### config.mk
export PLATFORM = sky130hd
export DESIGN_NAME = dcr_ctrl
export DESIGN_NICKNAME = d
export VERILOG_FILES = /design/src/rtl/dcr_pkg.sv /design/src/rtl/dcr_ctrl.sv
export SDC_FILE = /design/constraint.sdc
export NUM_CORES = 1
export LEC_CHECK = 0
export BUFFER_PORTS_ARGS = -buffer_cell sky130_fd_sc_hd__buf_4
export CORE_AREA = 5 5 42 44
export DETAILED_ROUTE_END_ITERATION = 12
export DIE_AREA = 0 0 47 49
export GPL_ROUTABILITY_DRIVEN = 0
export PLACE_DENSITY_LB_ADDON = 0.08
export SYNTH_ARGS = -nofsm -noshare
export SYNTH_HDL_FRONTEND = slang
export SYNTH_SLANG_ARGS = --single-unit
### constraint.sdc
create_clock -name clock -period 1.5 [get_ports clock]
set_input_delay 0.3 -clock clock [delete_from_list [all_inputs] [get_ports clock]]
set_output_delay 0.3 -clock clock [all_outputs]
set_load 0.1 [all_outputs]
### src/rtl/dcr_pkg.sv
// Shared constants, field layout and controller/datapath interface types for the reporter.
`timescale 1ns / 1ps
`default_nettype none

package dcr_pkg;

   // Field widths
   localparam int SLAVE_W    = 4;
   localparam int CHANNEL_W  = 5;
   localparam int VALUE_W    = 32;
   localparam int DEADBAND_W = 16;

   // Stream payload layout
   localparam int FIELDS_W = SLAVE_W + CHANNEL_W + VALUE_W;
   localparam int TDATA_W  = ((FIELDS_W + 7) / 8) * 8;
   localparam int PAD_W    = TDATA_W - FIELDS_W;
   localparam int TUSER_W  = 2;

   localparam int SLAVE_LSB   = 0;
   localparam int CHANNEL_LSB = SLAVE_LSB + SLAVE_W;
   localparam int VALUE_LSB   = CHANNEL_LSB + CHANNEL_W;

   localparam int TUSER_REQ_BIT  = 0;
   localparam int TUSER_KIND_BIT = 1;

   // Request and channel codes
   localparam logic REQ_PRIME   = 1'b0;
   localparam logic KIND_ANALOG = 1'b1;

   // Defaults
   localparam int MAX_SLAVES_DEF   = 16;
   localparam int MAX_CHANNELS_DEF = 32;
   localparam logic [DEADBAND_W-1:0] DEADBAND_RESET = 16'd327;

   // Controller to datapath
   typedef struct packed {
      logic clear_wr;   // write zero at the sweep address, advance sweep
      logic accept;     // capture request, launch table read
      logic commit;     // write captured sample into the table
      logic out_load;   // load the result register
   } dcr_cmd_type;

   // Datapath to controller
   typedef struct packed {
      logic clear_done; // sweep is at the last entry
      logic in_range;   // captured indexes address a table entry
      logic is_prime;   // captured request primes silently
      logic report_hit; // captured sample differs enough to report
      logic out_free;   // result register can take a value this cycle
   } dcr_status_type;

endpackage

`default_nettype wire

### src/rtl/dcr_ctrl.sv
// Sequencing state machine: table clearing sweep, request capture and evaluation.
`timescale 1ns / 1ps
`default_nettype none

module dcr_ctrl (
   input  wire logic                    clock,
   input  wire logic                    reset,
   input  wire logic                    req_tvalid,
   output logic                         req_tready,
   input  wire dcr_pkg::dcr_status_type status,
   output dcr_pkg::dcr_cmd_type         cmd
);

   localparam logic [1:0] ST_CLEAR = 2'd0;
   localparam logic [1:0] ST_IDLE  = 2'd1;
   localparam logic [1:0] ST_EVAL  = 2'd2;

   logic [1:0] state_ff;
   logic [1:0] state_in;
   logic       needs_out;

   // A report that must wait for the result register to drain
   assign needs_out = status.in_range && !status.is_prime && status.report_hit;

   // Next state and commands
   always_comb begin
      state_in     = state_ff;
      cmd          = '0;
      req_tready   = 1'b0;
      case (state_ff)
         ST_CLEAR: begin
            cmd.clear_wr = 1'b1;
            if (status.clear_done) begin
               state_in = ST_IDLE;
            end
         end
         ST_IDLE: begin
            req_tready = 1'b1;
            if (req_tvalid) begin
               cmd.accept = 1'b1;
               state_in   = ST_EVAL;
            end
         end
         ST_EVAL: begin
            if (!status.in_range) begin
               state_in = ST_IDLE;
            end else if (status.is_prime) begin
               cmd.commit = 1'b1;
               state_in   = ST_IDLE;
            end else if (!status.report_hit) begin
               state_in = ST_IDLE;
            end else if (status.out_free) begin
               cmd.commit   = 1'b1;
               cmd.out_load = 1'b1;
               state_in     = ST_IDLE;
            end
         end
         default: begin
            state_in = ST_CLEAR;
         end
      endcase
   end

   // State register
   always_ff @(posedge clock) begin
      if (reset) begin
         state_ff <= ST_CLEAR;
      end else begin
         state_ff <= state_in;
      end
   end

   // Checks
   a_accept_to_eval: assert property (@(posedge clock) disable iff (reset)
      (state_ff == ST_IDLE && req_tvalid) |=> (state_ff == ST_EVAL))
      else $error("accepted transfer not followed by evaluation");

   a_load_needs_room: assert property (@(posedge clock) disable iff (reset)
      cmd.out_load |-> (status.report_hit && status.out_free && cmd.commit))
      else $error("result loaded without room or without table update");

   a_sweep_ends: assert property (@(posedge clock) disable iff (reset)
      (state_ff == ST_CLEAR && status.clear_done) |=> (state_ff == ST_IDLE))
      else $error("clearing sweep did not hand over to idle");

   a_eval_leaves: assert property (@(posedge clock) disable iff (reset)
      (state_ff == ST_EVAL && !(needs_out && !status.out_free)) |=> (state_ff == ST_IDLE))
      else $error("evaluation stalled without a blocked report");

endmodule

`default_nettype wire

==> results.md <==
Run status:
- The flow ran to the end, and the final reports show no timing, DRC or antenna violations.

Layout:
- The register with the highest flop count is state_ff.
- The layout has 162 filler cells.
- Once layout is complete, the utilization of the core stands at 23.2%.
- The multi-input combinational cells in the finished layout cover a total of 139 sq um.
- The number of nets in the finished design is 41.
- The area growth from synthesis to layout is 120%.
- The design area is 325 sq um.
- The largest registers in the layout are state_ff x2.
- 0 antenna diodes ended up in the layout.
- The proportion of layout cells with a drive suffix above 1 is 77.4%.
- The non-filler instance count after layout is 47.
- The number of flip-flops under the largest register name is 2.
- The area used by sequential logic in the layout is 42.5 sq um.

Global routing:
- The number of antenna violations at the first check in global routing is 0.
- The first global-routing pass estimated 752 um of wire.
- The number of global-route vias before repair is 196.
- The aggregate global routing overflow is 0.
- Entering global routing, the biggest net connects 5 pins.
- The total global routing track utilization is 4.86%.

Route:
- The uppermost signal routing layer after detailed routing is met4.
- The number of nets with antenna violations after detailed routing is 0.
- After detailed routing, the number of vias per cell comes to 3.94.
- The final wirelength is 476 um.
- Summed over all nets, wire length on met3 after detailed routing comes to 98 um.
- The iteration count of the initial detailed-routing pass is 1.
- The total via count after detailed routing is 185.
- The post-route DRC violation count is 0.
- The length of routed met2 wiring is 220 um.
- The average wire per standard cell is 10.1 um.
- The iteration-0 DRC count of the detailed router is 0.
- The routed length on met1 is 141 um.

Setup path:
- The category of the critical setup timing path is reg -> out.
- On the worst path, the slowest cell contributes a delay of 330 ps.
- The critical path goes through nand3b_4, nor3_4, buf_6.
- The capturing point of the worst reg2reg path is state_ff[1]$_SDFFE_PP0P_.
- Data on the critical path is required at its endpoint by 1200 ps.
- The slack of the worst reg-to-reg path is 450 ps.
- The critical-path maximum fanout is 4.
- STA classifies the critical path startpoint as a register.
- Counting cells, the worst reg-to-reg path comes to 3.
- On the critical path, the stage with the largest delay is an instance of dfxtp_2.
- The origin of the critical flop-to-flop path is state_ff[0]$_SDFFE_PP0P_.
- The worst setup path is captured at an output pin.
- The signal arrival time at the worst endpoint is 1130 ps.

Placed design:
- The total half-perimeter wirelength after legalization and detailed placement is 404 um.
- The pre-CTS setup slack is 237 ps.
- Input and output buffers added on the ports amount to 12.
- After detailed placement, the design holds a cell count of 44.
- The instance area after placement is 292 sq um.

Logic synthesis:
- The cell count after synthesis came out at 16.
- The distinct cell type count after synthesis is 11.
- The synthesized design contains 2 register bits.
- The mean instance size in the synthesized netlist is 9.23 sq um.
- The share of the Yosys chip area taken by registers is 27.1%.
- The count of synthesis-stage warnings from yosys is 0.
- The cell area after technology mapping is 148 sq um.
- Counting every net in the synthesized netlist gives 24.

Worst hold path:
- For hold timing, the worst endpoint is state_ff[0]$_SDFFE_PP0P_.
- The worst hold path stage count is 2.
- The path class of the lowest-slack min-delay path is in -> reg.
- The startpoint identified for the worst hold timing path is reset.

Timing:
- Across all setup checks in the final design, the least slack found is 66.4 ps.
- Setup violations remaining at the end of the flow were counted as 0.
- The maximum clock frequency is 698 MHz.
- Setup repair after global routing left no endpoint under its margin.
- For the finished layout, the period the worst path requires is 1430 ps.
- The transition time at the pin with the least slew margin is 251 ps.
- The worst slew margin relative to its limit is 83.0%.
- The final clock period utilization by the worst path is 95.6%.
- The final hold violation count is 0.
- On the final layout, the worst clock skew is 5.47 ps.
- The number of max-slew violations in the final report is 0.

CTS:
- In this run the post-CTS setup repair buffer count came out at 0.
- The number of clock buffers added by TritonCTS is 3.
- After clock tree synthesis, the flow added hold-fix buffers numbering 0.
- After clock tree synthesis, the clock-pin slew on the worst setup and hold paths is 30 ps.
- The sink count of the clock tree is 2.
- The clock passes through at most 2 buffers.
- In this run the number of H-tree levels came out at 1.
- The clock latency of the later-clocked register in the worst-skew pair is 230 ps.
- The root buffer selected by CTS is clkbuf_4.
- The clock tree from TritonCTS is done.

Flow run:
- The tool flagged a number of max-cap violations equal to 0.

Pwr:
- The maximum resistive drop on vdd is 0.324 mV.
- After layout, the design draws a total of 305 uW.
- For this design the total switching power over the nets is 120 uW.
- Sequential cells account for 20.8% of the total power.
- For this design the ratio of total power to cell area is 938 nW/um^2.
- Internal power comes to 186 uW.
- In this run the static leakage power is 0.000165 uW.
- Combinational logic burns 39.5% of the power.
- The share of total power dissipated in the clock network is 39.6%.
- The switching share of total power is 39.2%.

Floorplan:
- In this run the core area contains 14 standard-cell rows.
- The die footprint is 2300 sq um.
- The height of the die is 49 um.
- From left edge to right edge, the die measures 47 um.
- For this configuration, the core starts out at a cell density of 10.5%.
- The total area inside the core boundary comes to 1400 sq um.
- The total I/O pin count is 13.
area by class of cell:
class	instances	area share [%]
well taps	16	6.15
repair buffers	12	31.2
clock buffers	3	6.92
flip-flops and latches	2	13.1
multi-input cells	14	42.7
worst max-delay path by stage:
stage / startpoint / end / cells after the start
after floorplan: state_ff[0]$_SDFFE_PP0P_ / cmd[2] / 2
after global placement: state_ff[0]$_SDFFE_PP0P_ / cmd[0] / 3
after detailed placement: state_ff[1]$_SDFFE_PP0P_ / cmd[0] / 3
after CTS: state_ff[0]$_SDFFE_PP0P_ / cmd[2] / 3
after global routing: state_ff[0]$_SDFFE_PP0P_ / cmd[2] / 3
final: state_ff[0]$_SDFFE_PP0P_ / cmd[0] / 3
routing by layer:
metal	vias to the layer above	global-route usage (%)
li1	89	-
met1	81	4.61
met2	13	6.11
met3	2	2.21
met4	0	6.91
met5	-	0
kinds of logic (layout without fill, tap and decap cells):
| group | Yosys count | count (layout) | share of synthesized area (%) |
|---|---|---|---|
| AND/OR/NAND/NOR | 11 | 11 | 56.8 |
| flip-flops | 2 | 2 | 27.1 |
| buffers and inverters | 0 | 15 | 0 |
| AO/OA/AOI/OAI | 3 | 3 | 16.1 |
cell usage after synthesis:
library cell	n	share of area [%]
dfxtp_1	2	27
a21oi_1	1	3.4
nand3b_4	1	14
nor3_1	1	3.4
o21ba_1	1	6.8
nor4b_4	1	16
nand2_1	2	5.1
nor2_1	4	10
nor2b_1	1	4.2
o41ai_1	1	5.9
and2_1	1	4.2
worst max-delay path: cells and delay by family (launching register included):
family / cells / cell delay (ps)
buffers and inverters: 1 / 240
and+or+nand+nor: 2 / 330
DFF: 1 / 330
layout by cell type, fill, tap and decap left out:
master    count
nor2_2        1
clkbuf_4      3
nor2_1        2
nand2_1       2
dfxtp_2       2
o21ba_1       1
nor2_4        1
o41ai_1       1
nor3_4        1
and2_4        1
buf_6         3
a21oi_1       1
nor4b_4       1
buf_4         9
nor2b_4       1
nand3b_4      1
metrics by stage:
step                TNS [ps]  hold WS (ps)
finish                     0           269
global route               0           284
CTS                        0           263
detailed placement         0           468
global placement           0           476
floorplan               -271           394
power by group through the flow:
stage / combinational (uW) / clock [uW] / sequential [uW]
after detailed placement: 120 / 0 / 64.4
after global placement: 120 / 0 / 64.2
after CTS: 120 / 130 / 63.8
final: 121 / 121 / 63.6
after floorplan: 85.1 / 0 / 63.5
after global routing: 126 / 133 / 64.4
timing repair:
| action | in CTS | in global routing |
|---|---|---|
| endpoints found under the hold margin | 0 | 0 |
| resized for setup | 1 | 2 |
| endpoints found under the setup margin | 1 | 2 |
| pin swaps | 0 | 0 |
| cloned | 0 | 0 |
No activity file was read; power rests on OpenSTA's default activity.
